$ cat src/rtl/lpbp_pkg.sv
// Shared constants, configuration register indexes and status types
// for the LED pulse bit packer. No dependencies.
package lpbp_pkg;

    localparam int COLOR_W        = 24;   // width of the colour port
    localparam int COLOR_BITS_DEF = 24;   // colour bits sent per LED
    localparam int PAT_W          = 3;    // slots per colour bit
    localparam int WORD_W         = 32;   // slots per output word
    localparam int FILL_W         = 5;    // slot count within a word
    localparam int LED_W          = 11;
    localparam int MAX_LEDS       = 1024;
    localparam int CFG_IDX_W      = 2;
    localparam int CFG_DATA_W     = 11;
    localparam int QDEPTH         = 2;
    localparam int QPTR_W         = (QDEPTH > 1) ? $clog2(QDEPTH) : 1;
    localparam int QCNT_W         = $clog2(QDEPTH + 1);

    // frame length clamp, kept within the counter range
    localparam int LIMIT_CAP_I    = (MAX_LEDS > (1 << LED_W) - 1) ? (1 << LED_W) - 1 : MAX_LEDS;
    localparam logic [LED_W-1:0] LIMIT_CAP = LED_W'(LIMIT_CAP_I);

    // configuration register indexes
    localparam logic [CFG_IDX_W-1:0] CFG_ONE_PATTERN  = 2'd0;
    localparam logic [CFG_IDX_W-1:0] CFG_ZERO_PATTERN = 2'd1;
    localparam logic [CFG_IDX_W-1:0] CFG_LED_COUNT    = 2'd2;

    localparam logic [PAT_W-1:0] ONE_PATTERN_RST  = 3'd6;
    localparam logic [PAT_W-1:0] ZERO_PATTERN_RST = 3'd4;
    localparam logic [LED_W-1:0] LED_COUNT_RST    = 11'd1;

    typedef struct packed {
        logic              full;
        logic [QCNT_W-1:0] count;
    } t_q_status;

endpackage

$ cat src/rtl/lpbp_front.sv
// Front end: configuration registers, frame counting and expansion of a
// colour word into its pulse slots. Uses lpbp_pkg.
module lpbp_front #(
    parameter int COLOR_BITS = lpbp_pkg::COLOR_BITS_DEF
) (
    input  logic                             i_clk,
    input  logic                             i_rst_n,
    input  logic                             i_cfg_valid,
    output logic                             o_cfg_ready,
    input  logic [lpbp_pkg::CFG_IDX_W-1:0]   i_cfg_index,
    input  logic [lpbp_pkg::CFG_DATA_W-1:0]  i_cfg_data,
    input  logic                             i_in_valid,
    output logic                             o_in_ready,
    input  logic [lpbp_pkg::COLOR_W-1:0]     i_color,
    output logic                             o_push_valid,
    input  logic                             i_push_ready,
    output logic [COLOR_BITS*lpbp_pkg::PAT_W:0] o_push_data
);

    localparam int SLOTS = COLOR_BITS * lpbp_pkg::PAT_W;
    localparam int LW    = lpbp_pkg::LED_W;
    localparam int PW    = lpbp_pkg::PAT_W;

    logic [PW-1:0]    r_one;
    logic [PW-1:0]    r_zero;
    logic [LW-1:0]    r_led_count;
    logic [LW-1:0]    r_led_index;
    logic [LW-1:0]    w_limit;
    logic [LW:0]      w_index_inc;
    logic             w_frame_end;
    logic             w_accept;
    logic [SLOTS-1:0] w_slots;

    assign o_cfg_ready  = 1'b1;
    assign o_in_ready   = i_push_ready;
    assign o_push_valid = i_in_valid;
    assign w_accept     = i_in_valid && i_push_ready;

    always_ff @(posedge i_clk) begin
        if (!i_rst_n) begin
            r_one       <= lpbp_pkg::ONE_PATTERN_RST;
            r_zero      <= lpbp_pkg::ZERO_PATTERN_RST;
            r_led_count <= lpbp_pkg::LED_COUNT_RST;
        end else if (i_cfg_valid) begin
            if (i_cfg_index == lpbp_pkg::CFG_ONE_PATTERN) begin
                r_one <= i_cfg_data[PW-1:0];
            end else if (i_cfg_index == lpbp_pkg::CFG_ZERO_PATTERN) begin
                r_zero <= i_cfg_data[PW-1:0];
            end else if (i_cfg_index == lpbp_pkg::CFG_LED_COUNT) begin
                r_led_count <= i_cfg_data[LW-1:0];
            end
        end
    end

    // zero counts as one LED, large counts clamp to the frame maximum
    always_comb begin
        w_limit = r_led_count;
        if (r_led_count == '0) begin
            w_limit = LW'(1);
        end else if (r_led_count > lpbp_pkg::LIMIT_CAP) begin
            w_limit = lpbp_pkg::LIMIT_CAP;
        end
    end

    assign w_index_inc = {1'b0, r_led_index} + (LW+1)'(1);
    assign w_frame_end = w_index_inc >= {1'b0, w_limit};

    always_ff @(posedge i_clk) begin
        if (!i_rst_n) begin
            r_led_index <= '0;
        end else if (w_accept) begin
            r_led_index <= w_frame_end ? '0 : w_index_inc[LW-1:0];
        end
    end

    // colour MSB lands in the top slot group; bits above the port send zero
    for (genvar b = 0; b < COLOR_BITS; b++) begin : g_bit
        if (b < lpbp_pkg::COLOR_W) begin : g_in
            assign w_slots[PW*b +: PW] = i_color[b] ? r_one : r_zero;
        end else begin : g_pad
            assign w_slots[PW*b +: PW] = r_zero;
        end
    end

    assign o_push_data = {w_frame_end, w_slots};

endmodule

$ cat src/rtl/lpbp_queue.sv
// Short register queue between the front and back ends.
// Uses lpbp_pkg for depth and status type.
module lpbp_queue #(
    parameter int WIDTH = lpbp_pkg::COLOR_BITS_DEF * lpbp_pkg::PAT_W + 1
) (
    input  logic                  i_clk,
    input  logic                  i_rst_n,
    input  logic                  i_push_valid,
    output logic                  o_push_ready,
    input  logic [WIDTH-1:0]      i_push_data,
    output logic                  o_pop_valid,
    input  logic                  i_pop_ready,
    output logic [WIDTH-1:0]      o_pop_data,
    output lpbp_pkg::t_q_status   o_status
);

    localparam int PW = lpbp_pkg::QPTR_W;
    localparam int CW = lpbp_pkg::QCNT_W;
    localparam logic [PW-1:0] LAST = PW'(lpbp_pkg::QDEPTH - 1);
    localparam logic [CW-1:0] FULL = CW'(lpbp_pkg::QDEPTH);

    logic [WIDTH-1:0] r_mem [lpbp_pkg::QDEPTH];
    logic [PW-1:0]    r_wr;
    logic [PW-1:0]    r_rd;
    logic [CW-1:0]    r_count;
    logic             w_push;
    logic             w_pop;

    assign o_push_ready = r_count != FULL;
    assign o_pop_valid  = r_count != '0;
    assign o_pop_data   = r_mem[r_rd];
    assign w_push       = i_push_valid && o_push_ready;
    assign w_pop        = o_pop_valid && i_pop_ready;

    assign o_status.full  = r_count == FULL;
    assign o_status.count = r_count;

    always_ff @(posedge i_clk) begin
        if (!i_rst_n) begin
            r_wr    <= '0;
            r_rd    <= '0;
            r_count <= '0;
        end else begin
            if (w_push) begin
                r_wr <= (r_wr == LAST) ? '0 : r_wr + PW'(1);
            end
            if (w_pop) begin
                r_rd <= (r_rd == LAST) ? '0 : r_rd + PW'(1);
            end
            if (w_push && !w_pop) begin
                r_count <= r_count + CW'(1);
            end else if (w_pop && !w_push) begin
                r_count <= r_count - CW'(1);
            end
        end
    end

    always_ff @(posedge i_clk) begin
        if (w_push) begin
            r_mem[r_wr] <= i_push_data;
        end
    end

endmodule

$ cat src/rtl/lpbp_back.sv
// Back end: packs the slots of one queued LED into 32-slot words, one
// word a cycle into the output register unless it stalls. Uses lpbp_pkg.
module lpbp_back #(
    parameter int COLOR_BITS = lpbp_pkg::COLOR_BITS_DEF
) (
    input  logic                                i_clk,
    input  logic                                i_rst_n,
    input  logic                                i_entry_valid,
    output logic                                o_entry_ready,
    input  logic [COLOR_BITS*lpbp_pkg::PAT_W:0] i_entry,
    output logic                                o_out_valid,
    input  logic                                i_out_ready,
    output logic [lpbp_pkg::WORD_W-1:0]         o_pulse_word,
    output logic                                o_run_end,
    output logic                                o_frame_end
);

    localparam int SLOTS = COLOR_BITS * lpbp_pkg::PAT_W;
    localparam int WW    = lpbp_pkg::WORD_W;
    localparam int FW    = lpbp_pkg::FILL_W;
    localparam int BUF_W = SLOTS + WW;
    localparam int REM_W = $clog2(SLOTS + 1);
    localparam int TW    = FW + 1;
    localparam int SUM_W = ((REM_W > TW) ? REM_W : TW) + 1;

    logic             r_busy;
    logic [BUF_W-1:0] r_buf;
    logic [REM_W-1:0] r_rem;
    logic             r_fe;
    logic [WW-1:0]    r_acc;
    logic [FW-1:0]    r_fill;
    logic             r_out_valid;
    logic [WW-1:0]    r_word;
    logic             r_run_end;
    logic             r_frame_end;

    logic [BUF_W-1:0] n_buf;
    logic [REM_W-1:0] n_rem;
    logic [WW-1:0]    n_acc;
    logic [FW-1:0]    n_fill;

    logic [TW-1:0]    w_take;
    logic [WW-1:0]    w_win;
    logic [WW-1:0]    w_word;
    logic [SUM_W-1:0] w_sum;
    logic             w_full;
    logic [REM_W-1:0] w_rem_new;
    logic [BUF_W-1:0] w_buf_sh;
    logic             w_more;
    logic             w_emit;
    logic             w_emit_run;
    logic             w_emit_fe;
    logic             w_done;
    logic             w_go;
    logic             w_load;

    assign w_take    = TW'(WW) - {1'b0, r_fill};
    assign w_win     = r_buf[BUF_W-1 -: WW];
    assign w_word    = r_acc | (w_win >> r_fill);
    assign w_sum     = SUM_W'(r_fill) + SUM_W'(r_rem);
    assign w_full    = w_sum >= SUM_W'(WW);
    assign w_rem_new = r_rem - REM_W'(w_take);
    assign w_buf_sh  = r_buf << w_take;
    // another word follows if a full word remains or a frame flush is due
    assign w_more    = (SUM_W'(w_rem_new) >= SUM_W'(WW)) || (r_fe && w_rem_new != '0);

    always_comb begin
        n_buf      = r_buf;
        n_rem      = r_rem;
        n_acc      = r_acc;
        n_fill     = r_fill;
        w_emit     = 1'b0;
        w_emit_run = 1'b0;
        w_emit_fe  = 1'b0;
        w_done     = 1'b0;
        if (w_full) begin
            w_emit     = 1'b1;
            w_emit_run = !w_more;
            w_emit_fe  = r_fe && (w_rem_new == '0);
            if (w_more) begin
                n_acc  = '0;
                n_fill = '0;
                n_buf  = w_buf_sh;
                n_rem  = w_rem_new;
            end else begin
                // leftover slots start the next partial word
                n_acc  = w_buf_sh[BUF_W-1 -: WW];
                n_fill = FW'(w_rem_new);
                w_done = 1'b1;
            end
        end else if (r_fe) begin
            // frame flush of the partial word, zero padded
            w_emit     = 1'b1;
            w_emit_run = 1'b1;
            w_emit_fe  = 1'b1;
            n_acc      = '0;
            n_fill     = '0;
            w_done     = 1'b1;
        end else begin
            n_acc  = w_word;
            n_fill = FW'(w_sum);
            w_done = 1'b1;
        end
    end

    assign w_go          = r_busy && (!w_emit || !r_out_valid || i_out_ready);
    assign o_entry_ready = !r_busy || (w_go && w_done);
    assign w_load        = i_entry_valid && o_entry_ready;

    always_ff @(posedge i_clk) begin
        if (!i_rst_n) begin
            r_busy      <= 1'b0;
            r_acc       <= '0;
            r_fill      <= '0;
            r_out_valid <= 1'b0;
        end else begin
            if (w_load) begin
                r_busy <= 1'b1;
            end else if (w_go && w_done) begin
                r_busy <= 1'b0;
            end
            if (w_go) begin
                r_acc  <= n_acc;
                r_fill <= n_fill;
            end
            if (w_go && w_emit) begin
                r_out_valid <= 1'b1;
            end else if (i_out_ready) begin
                r_out_valid <= 1'b0;
            end
        end
    end

    always_ff @(posedge i_clk) begin
        if (w_load) begin
            r_buf <= {i_entry[SLOTS-1:0], {WW{1'b0}}};
            r_rem <= REM_W'(SLOTS);
            r_fe  <= i_entry[SLOTS];
        end else if (w_go) begin
            r_buf <= n_buf;
            r_rem <= n_rem;
        end
        if (w_go && w_emit) begin
            r_word      <= w_word;
            r_run_end   <= w_emit_run;
            r_frame_end <= w_emit_fe;
        end
    end

    assign o_out_valid  = r_out_valid;
    assign o_pulse_word = r_word;
    assign o_run_end    = r_run_end;
    assign o_frame_end  = r_frame_end;

endmodule

$ cat src/rtl/led_pulse_bit_packer_core.sv
// Channel   Handshake                   Word carried
// cfg       i_cfg_valid / o_cfg_ready   i_cfg_index, i_cfg_data
// in        i_in_valid  / o_in_ready    i_color
// out       o_out_valid / i_out_ready   o_pulse_word, o_run_end, o_frame_end
//
// One output word per cycle from the back-end packer unless the output stalls;
// an LED of 24 colour bits gives 72 slots, so 2 or 3 words (one more word on
// a frame flush). Intake takes one colour word per cycle until the two-entry
// queue fills. Reset is synchronous, active low, and needs no clearing pass.
// A stalled output holds the back end; the front keeps accepting into the queue.
// Top level; uses lpbp_pkg, lpbp_front, lpbp_queue and lpbp_back.
module led_pulse_bit_packer_core #(
    parameter int COLOR_BITS = lpbp_pkg::COLOR_BITS_DEF
) (
    input  logic                             i_clk,
    input  logic                             i_rst_n,
    input  logic                             i_cfg_valid,
    output logic                             o_cfg_ready,
    input  logic [lpbp_pkg::CFG_IDX_W-1:0]   i_cfg_index,
    input  logic [lpbp_pkg::CFG_DATA_W-1:0]  i_cfg_data,
    input  logic                             i_in_valid,
    output logic                             o_in_ready,
    input  logic [lpbp_pkg::COLOR_W-1:0]     i_color,
    output logic                             o_out_valid,
    input  logic                             i_out_ready,
    output logic [lpbp_pkg::WORD_W-1:0]      o_pulse_word,
    output logic                             o_run_end,
    output logic                             o_frame_end
);

    localparam int ENTRY_W = COLOR_BITS * lpbp_pkg::PAT_W + 1;

    logic                 w_push_valid;
    logic [ENTRY_W-1:0]   w_push_data;
    logic                 w_push_ready;
    logic                 w_pop_valid;
    logic                 w_pop_ready;
    logic [ENTRY_W-1:0]   w_pop_data;
    lpbp_pkg::t_q_status  w_q_status;

    lpbp_front #(.COLOR_BITS(COLOR_BITS)) u_front (
        .i_clk        (i_clk),
        .i_rst_n      (i_rst_n),
        .i_cfg_valid  (i_cfg_valid),
        .o_cfg_ready  (o_cfg_ready),
        .i_cfg_index  (i_cfg_index),
        .i_cfg_data   (i_cfg_data),
        .i_in_valid   (i_in_valid),
        .o_in_ready   (o_in_ready),
        .i_color      (i_color),
        .o_push_valid (w_push_valid),
        .i_push_ready (!w_q_status.full),
        .o_push_data  (w_push_data)
    );

    lpbp_queue #(.WIDTH(ENTRY_W)) u_queue (
        .i_clk        (i_clk),
        .i_rst_n      (i_rst_n),
        .i_push_valid (w_push_valid),
        .o_push_ready (w_push_ready),
        .i_push_data  (w_push_data),
        .o_pop_valid  (w_pop_valid),
        .i_pop_ready  (w_pop_ready),
        .o_pop_data   (w_pop_data),
        .o_status     (w_q_status)
    );

    lpbp_back #(.COLOR_BITS(COLOR_BITS)) u_back (
        .i_clk         (i_clk),
        .i_rst_n       (i_rst_n),
        .i_entry_valid (w_pop_valid),
        .o_entry_ready (w_pop_ready),
        .i_entry       (w_pop_data),
        .o_out_valid   (o_out_valid),
        .i_out_ready   (i_out_ready),
        .o_pulse_word  (o_pulse_word),
        .o_run_end     (o_run_end),
        .o_frame_end   (o_frame_end)
    );

`ifndef NO_ASSERTIONS
    // the last word of a frame is always the last word of its LED
    a_frame_is_run_end: assert property (@(posedge i_clk) disable iff (!i_rst_n)
        o_out_valid && o_frame_end |-> o_run_end)
        else $error("frame end word without run end");

    a_queue_bound: assert property (@(posedge i_clk) disable iff (!i_rst_n)
        (w_q_status.count <= lpbp_pkg::QCNT_W'(lpbp_pkg::QDEPTH))
        && (w_push_ready == !w_q_status.full))
        else $error("queue occupancy out of range");

    a_out_clear_after_reset: assert property (@(posedge i_clk)
        $past(!i_rst_n) |-> !o_out_valid)
        else $error("output word valid straight after reset");
`endif

endmodule

$ cat config.mk
export PLATFORM = sky130hd
export DESIGN_NAME = led_pulse_bit_packer_core
export DESIGN_NICKNAME = d
export VERILOG_FILES = /design/src/rtl/lpbp_pkg.sv /design/src/rtl/lpbp_front.sv /design/src/rtl/lpbp_queue.sv /design/src/rtl/lpbp_back.sv /design/src/rtl/led_pulse_bit_packer_core.sv
export SDC_FILE = /design/constraint.sdc
export NUM_CORES = 1
export LEC_CHECK = 0
export BUFFER_PORTS_ARGS = -buffer_cell sky130_fd_sc_hd__buf_2
export CAP_MARGIN = 40
export CORE_MARGIN = 10
export CORE_UTILIZATION = 45
export CTS_CLUSTER_DIAMETER = 50
export DETAILED_ROUTE_END_ITERATION = 6
export MAX_ROUTING_LAYER = met4
export PLACE_DENSITY = 0.67
export SYNTH_ARGS = -nofsm -noshare
export SYNTH_HDL_FRONTEND = slang
export SYNTH_SLANG_ARGS = --single-unit
$ cat constraint.sdc
create_clock -name i_clk -period 29 [get_ports i_clk]
set_input_delay 0 -clock i_clk [delete_from_list [all_inputs] [get_ports i_clk]]
set_output_delay 0 -clock i_clk [all_outputs]
set_load 0.05 [all_outputs]
======== Yosys cells after proc, flatten, opt, wreduce, memory -nomap -nowiden ========
Memories as Yosys holds them, arrays and structs flattened. A register that Yosys moved wholly into a read port is not among the register bits.
Cells that the tools add are included.
word-level totals
  RAM bits ................................ 146
  bits in registers ....................... 217
  output and inout port bits .............. 37
  input bits .............................. 42
  logic and storage cells ................. 132
  memories ................................ 1
memories
  memory         words  bits a word  rd ports  clocked after memory_dff  write ports  RTL line          RTL
  u_queue.r_mem  2      73           1         1                         1            lpbp_queue.sv:22  logic [WIDTH-1:0] r_mem [lpbp_pkg::QDEPTH];
operators by class
  $lt $le $gt $ge ......................... 4
  bitwise operators ....................... 3
  muxes and demuxes ....................... 55
  shifts and indexed selects .............. 2
  reductions and logical operators ........ 37
  eq/ne operators ......................... 4
  add/subtract/negate cells ............... 8
operator list
  cell                     count
  $mux W104                4
  $shl A104 B6 Y104        1
  $mux W32                 3
  $mux W3                  24
  $mux W11                 3
  $or A32 B32 Y32          1
  $shr A32 B5 Y32          1
  $mux W1                  16
  $mux W5                  3
  $reduce_bool A2 Y1       7
  $add A11 B1 Y12 const B  1
  $ge A12 B11 Y1           1
  $gt A11 B11 Y1 const B   1
  $logic_not A11 Y1        1
  $logic_and A1 B1 Y1      10
  $reduce_and A3 Y1        3
  $add A5 B7 Y8            1
  $ge A8 B6 Y1 const B     1
  $ge A7 B6 Y1 const B     1
  $logic_not A1 Y1         7
  $logic_not A7 Y1         1
  $reduce_bool A7 Y1       1
  $sub A7 B6 Y7            1
  $sub A6 B5 Y6 const A    1
  other kinds (12)         19

======== Longest topological paths before layout ========
  depth in word-level cells ............... 13
  gate-level depth with buffers ........... 26
  mapped depth without buffers ............ 16

======== Cells and area by module ========
Synthesis repeated with hierarchy kept, for this count alone.
unflattened totals
  cells, all modules ...................... 2146
  area, all modules ....................... 23460.0 um^2
by module, submodules not included
  module                     area each (um^2)  cells an instance  seq. area each (um^2)  instances
  lpbp_back                  15528.6           1607               4774.6                 1
  lpbp_queue                 5502.8            252                4484.3                 1
  lpbp_front                 2424.8            286                560.5                  1
  led_pulse_bit_packer_core  3.8               1                  0.0                    1

======== Worst setup path after synthesis ========
OpenSTA, ideal clock, no wires.
  path kind ............................... register to register
  from .................................... reg u_back.r_fill[0]
  to ...................................... reg u_back.r_buf[100], enable pin
  stages on the path, launching flop included .. 20
  setup time .............................. 533 ps
  path buffers ............................ 8
  data required time ...................... 28467 ps
  slack ................................... 19640 ps
  arrival ................................. 8828 ps
  clock period less this slack ............ 9360 ps
  cell sequence ........................... dfxtp_1 > buf_2 > buf_1 > inv_1 > buf_1 > clkbuf_1 > ha_1 > clkbuf_1 > clkbuf_1 > clkbuf_1 > buf_1 > inv_1 > ha_1 > a21o_1 > maj3_1 > a211oi_1 > o21ai_0 > a41oi_1 > o211ai_1 > a22oi_1
on the way
  cells in the longest elaborated chain, start to end .. 12
  elaborated cells between the ends (all ways) .. 22
  classes of those cells .................. 3 x add/sub; 2 x order compare; 3 x mux; 14 x reduce/logical
ends and longest elaborated chain
  element                                                 RTL line          RTL
  start: declaration                                      lpbp_back.sv:31   logic [FW-1:0] r_fill;
  start signal: assignment                                lpbp_back.sv:124  r_fill <= n_fill;
  branches (longest 11 deep; another with $sub A7 B6 Y7)  -
  $reduce_and A3 Y1 (no source line) *                    -
  end signal: assignment                                  lpbp_back.sv:136  r_buf <= {i_entry[SLOTS-1:0], {WW{1'b0}}};
  end signal: assignment                                  lpbp_back.sv:140  r_buf <= n_buf;
  end: declaration                                        lpbp_back.sv:27   logic [BUF_W-1:0] r_buf;
Every way passes the cells marked *.
A chain may end at the register's enable or synchronous reset.

======== Worst setup path in the final report ========
  from .................................... reg u_back.r_fill[0]
  to ...................................... reg u_back.r_buf[57], data pin
on the way
  cells in the longest elaborated chain, start to end .. 11
  elaborated cells between the ends (all ways) .. 23
  classes of those cells .................. 3 x add/sub; 2 x order compare; 1 x shift; 7 x mux; 10 x reduce/logical
ends and longest elaborated chain
  element                                                 RTL line          RTL
  branches (longest 10 deep; another with $sub A7 B6 Y7)  -
  $mux W104 *                                             lpbp_back.sv:135  if (w_load) begin
Every way passes the cells marked *. The select of a mux whose other input is x is not followed.

==> impl_metrics.yaml <==
timing:
  maxSlewViolCount: 0
  holdWs_ns: 0.07185
  relSlewSlack_pct: 33.86
  rsz0062_at_grt: "false"
  fmax_mhz: 172.2
  finalHoldViolCount: 0
  fin_crit_ns: 5.806
  min_period_over_period_pct: 20.02
  fin_tns_setup_ns: 0
  worst_clock_skew_ns: 0.02169
  finalSetupViolCount: 0
  worstMarginPinSlew_ns: 0.9817
hold_path:
  hold_path_depth: 3
  hold_class: "input pin to flop"
  hp-start: "i_rst_n"
  holdPathEnd: "u_back.r_acc[17]$_SDFFE_PN0P_"
setup_path:
  r2r_end: "u_back.r_buf[57]$_DFFE_PP_"
  crit_required_ns: 29.28
  r2r-start: "u_back.r_fill[0]$_SDFFE_PN0P_"
  worst_setup_path_end_kind: "flop"
  reg2regPathDepth: 16
  start_kind: "flop"
  worst-r2r-setup-slack_ns: 23.19
  crit_arrival_ns: 6.09
  cp-startpoint: "u_back.r_fill[0]$_SDFFE_PN0P_"
  critical_path_class: "flop to flop"
  worstPathMaxFanout: 89
detailed_routing:
  routedWlPerCell_um: 24.51
  wirelength_um: 72980
  drtIter0Drc: 1980
  num_vias: 18630
  first_pass_iters: 6
  routed_via_density: 6.258
  drtAntennaViolNets: 0
  drc_errors: 0
clock_tree:
  cts_tree: "done"
  postCtsSetupBuffers: 0
  cts_hold_buf: 46
  cts-root-buf: "clkbuf_16"
  post_cts_resized: 0
  cts_sinks: 364
  cts_buffers: 48
  clk_latency_ns: 0.59
  cts.clk_slew.worst_paths_ns: 0.06
  cts_max_level: 2
  cts.path.max_buffers: 3
die:
  ios: 79
  dieArea_um2: 62230
  core_area_um2: 52340
  initial_core_util_pct: 45.27
  num_rows: 84
  fp.dieW_um: 249.5
  die-height_um: 249.5
finish:
  drive_above_1_share_pct: 23.68
  synthToLayoutAreaGrowth_pct: 13.51
  final_common_cell: "edfxtp_1"
  final_cell_mix: "edfxtp_1, nand2_1, mux2i_1"
  nets: 2314
placement:
  port_buffers: 77
  gp_congestion: 0.9738
  hpwl_um: 52390
logic_synthesis:
  async_flop_share_pct: 0
  ys_seq_elements: 364
  synth_edf_count: 253
  netlist_instances: 2205
  seq_area_frac_synth_pct: 41.44
  ys_warn_count: 0
  ys_dominant_reg_cell: "edfxtp_1"
  yosysUniqueCellTypes: 70
  syn_area_per_cell_um2: 10.75
  synth_fp_nets: 2271
  syn-cell-area_um2: 23690
grt:
  overflow: 0
  grt_pass1_wl_um: 110900
  grt_max_degree: 90
  grt_pass1_vias: 17810
  grt.total_usage_pct: 23.14
  antenna_found_initial: 4
job:
  maxCapViolCount: 0
status:
  status: "finished clean"
layout make-up:
cell class              count  area (um^2)
repair buffers            185         1523
diodes                      4        10.01
inverters                  30        113.9
clock buffers              57         1245
flip-flops and latches    364         9828
fillers                  4613        25440
well taps                 688        860.8
clock inverters            30        271.5
multi-input cells        1619        13040
how the worst max path moves through the flow:
| stage | endpoint | slack [ns] | cells after the start |
|---|---|---|---|
| after CTS | u_back.r_buf[39]$_DFFE_PP_ | 23.27 | 16 |
| after global placement | u_back.r_buf[49]$_DFFE_PP_ | 22.81 | 16 |
| after global routing | u_back.r_buf[37]$_DFFE_PP_ | 22.77 | 16 |
| final | u_back.r_buf[57]$_DFFE_PP_ | 23.19 | 16 |
| after detailed placement | u_back.r_buf[39]$_DFFE_PP_ | 23.27 | 16 |
| after floorplan | u_back.r_buf[100]$_DFFE_PP_ | 19.64 | 19 |
sequential cells by signal, indices dropped and copies added, names as in the netlist, named ones only:
name,count
u_back.o_frame_end,1
u_front.r_zero,3
u_back.o_run_end,1
u_back.o_out_valid,1
u_queue.r_wr,1
u_front.r_led_count,11
u_back.r_fill,5
u_queue.r_rd,1
u_front.r_one,3
u_back.o_pulse_word,32
u_back.r_acc,32
u_back.r_buf,104
u_queue.r_count,2
u_back.r_fe,1
u_back.r_busy,1
u_back.r_rem,7
u_queue.r_mem,146
u_front.r_led_index,11
kinds of logic after synthesis:
logic type | share of synthesized area, %
XOR/XNOR | 1.061
adder cells (fa/ha/maj) | 1.457
AO/OA/AOI/OAI | 15.30
AND/OR/NAND/NOR | 10.12
flip-flops | 41.44
other | 0.01583
buffers and inverters | 3.982
multiplexers | 26.63
Yosys cell counts (all sizes together), types with 36 or more instances:
cell type / instances / share of area [%]
a21oi: 149 / 3.1
o21ai: 133 / 2.8
nand2: 238 / 3.8
dfxtp: 111 / 9.4
mux2: 152 / 7.2
o22ai: 67 / 3.0
o211ai: 36 / 1.1
nor2: 144 / 2.3
edfxtp: 253 / 32
mux4: 101 / 9.6
mux2i: 232 / 9.8
buf: 68 / 1.5
clkbuf: 124 / 2.0
routing by layer:
| metal | vias up | GRT usage [%] | wire length, um |
|---|---|---|---|
| met5 | - | - | 0 |
| met4 | 0 | 8.035 | 2318 |
| met3 | 117 | 3.637 | 5759 |
| met2 | 792 | 35.28 | 33670 |
| met1 | 9261 | 30.87 | 31240 |
| li1 | 8461 | - | - |
through the flow:
step / area, um^2 / std cells / util, % / worst slack (ns)
6_report: 26900 / 2977 / 51.39 / 23.19
5_1_grt: 26890 / 2976 / 51.38 / 22.77
4_1_cts: 26860 / 2971 / 51.32 / 23.27
3_5_place_dp: 24880 / 2838 / 47.54 / 23.27
3_3_place_gp: 24490 / 2812 / 46.78 / 22.81
2_1_floorplan: 23690 / 2205 / - / 19.64
worst max-delay path, stage by stage, from the launching register on:
cell and delay [ns]:
dfxtp_4 0.44, buf_4 0.66, ha_1 0.29, inv_1 0.06, fa_1 0.40, nor2b_1 0.11, o21ai_0 0.10, and4b_1 0.22
o21ai_0 0.44, nor3_2 0.07, buf_4 0.29, o21a_1 0.24, buf_4 0.26, o211ai_1 0.15, buf_4 0.59, buf_4 0.78
o22ai_2 0.18
Power is left out: the tool's default activity adds up to more than one toggle a clock period on the data nets, which glitch-free logic cannot reach.
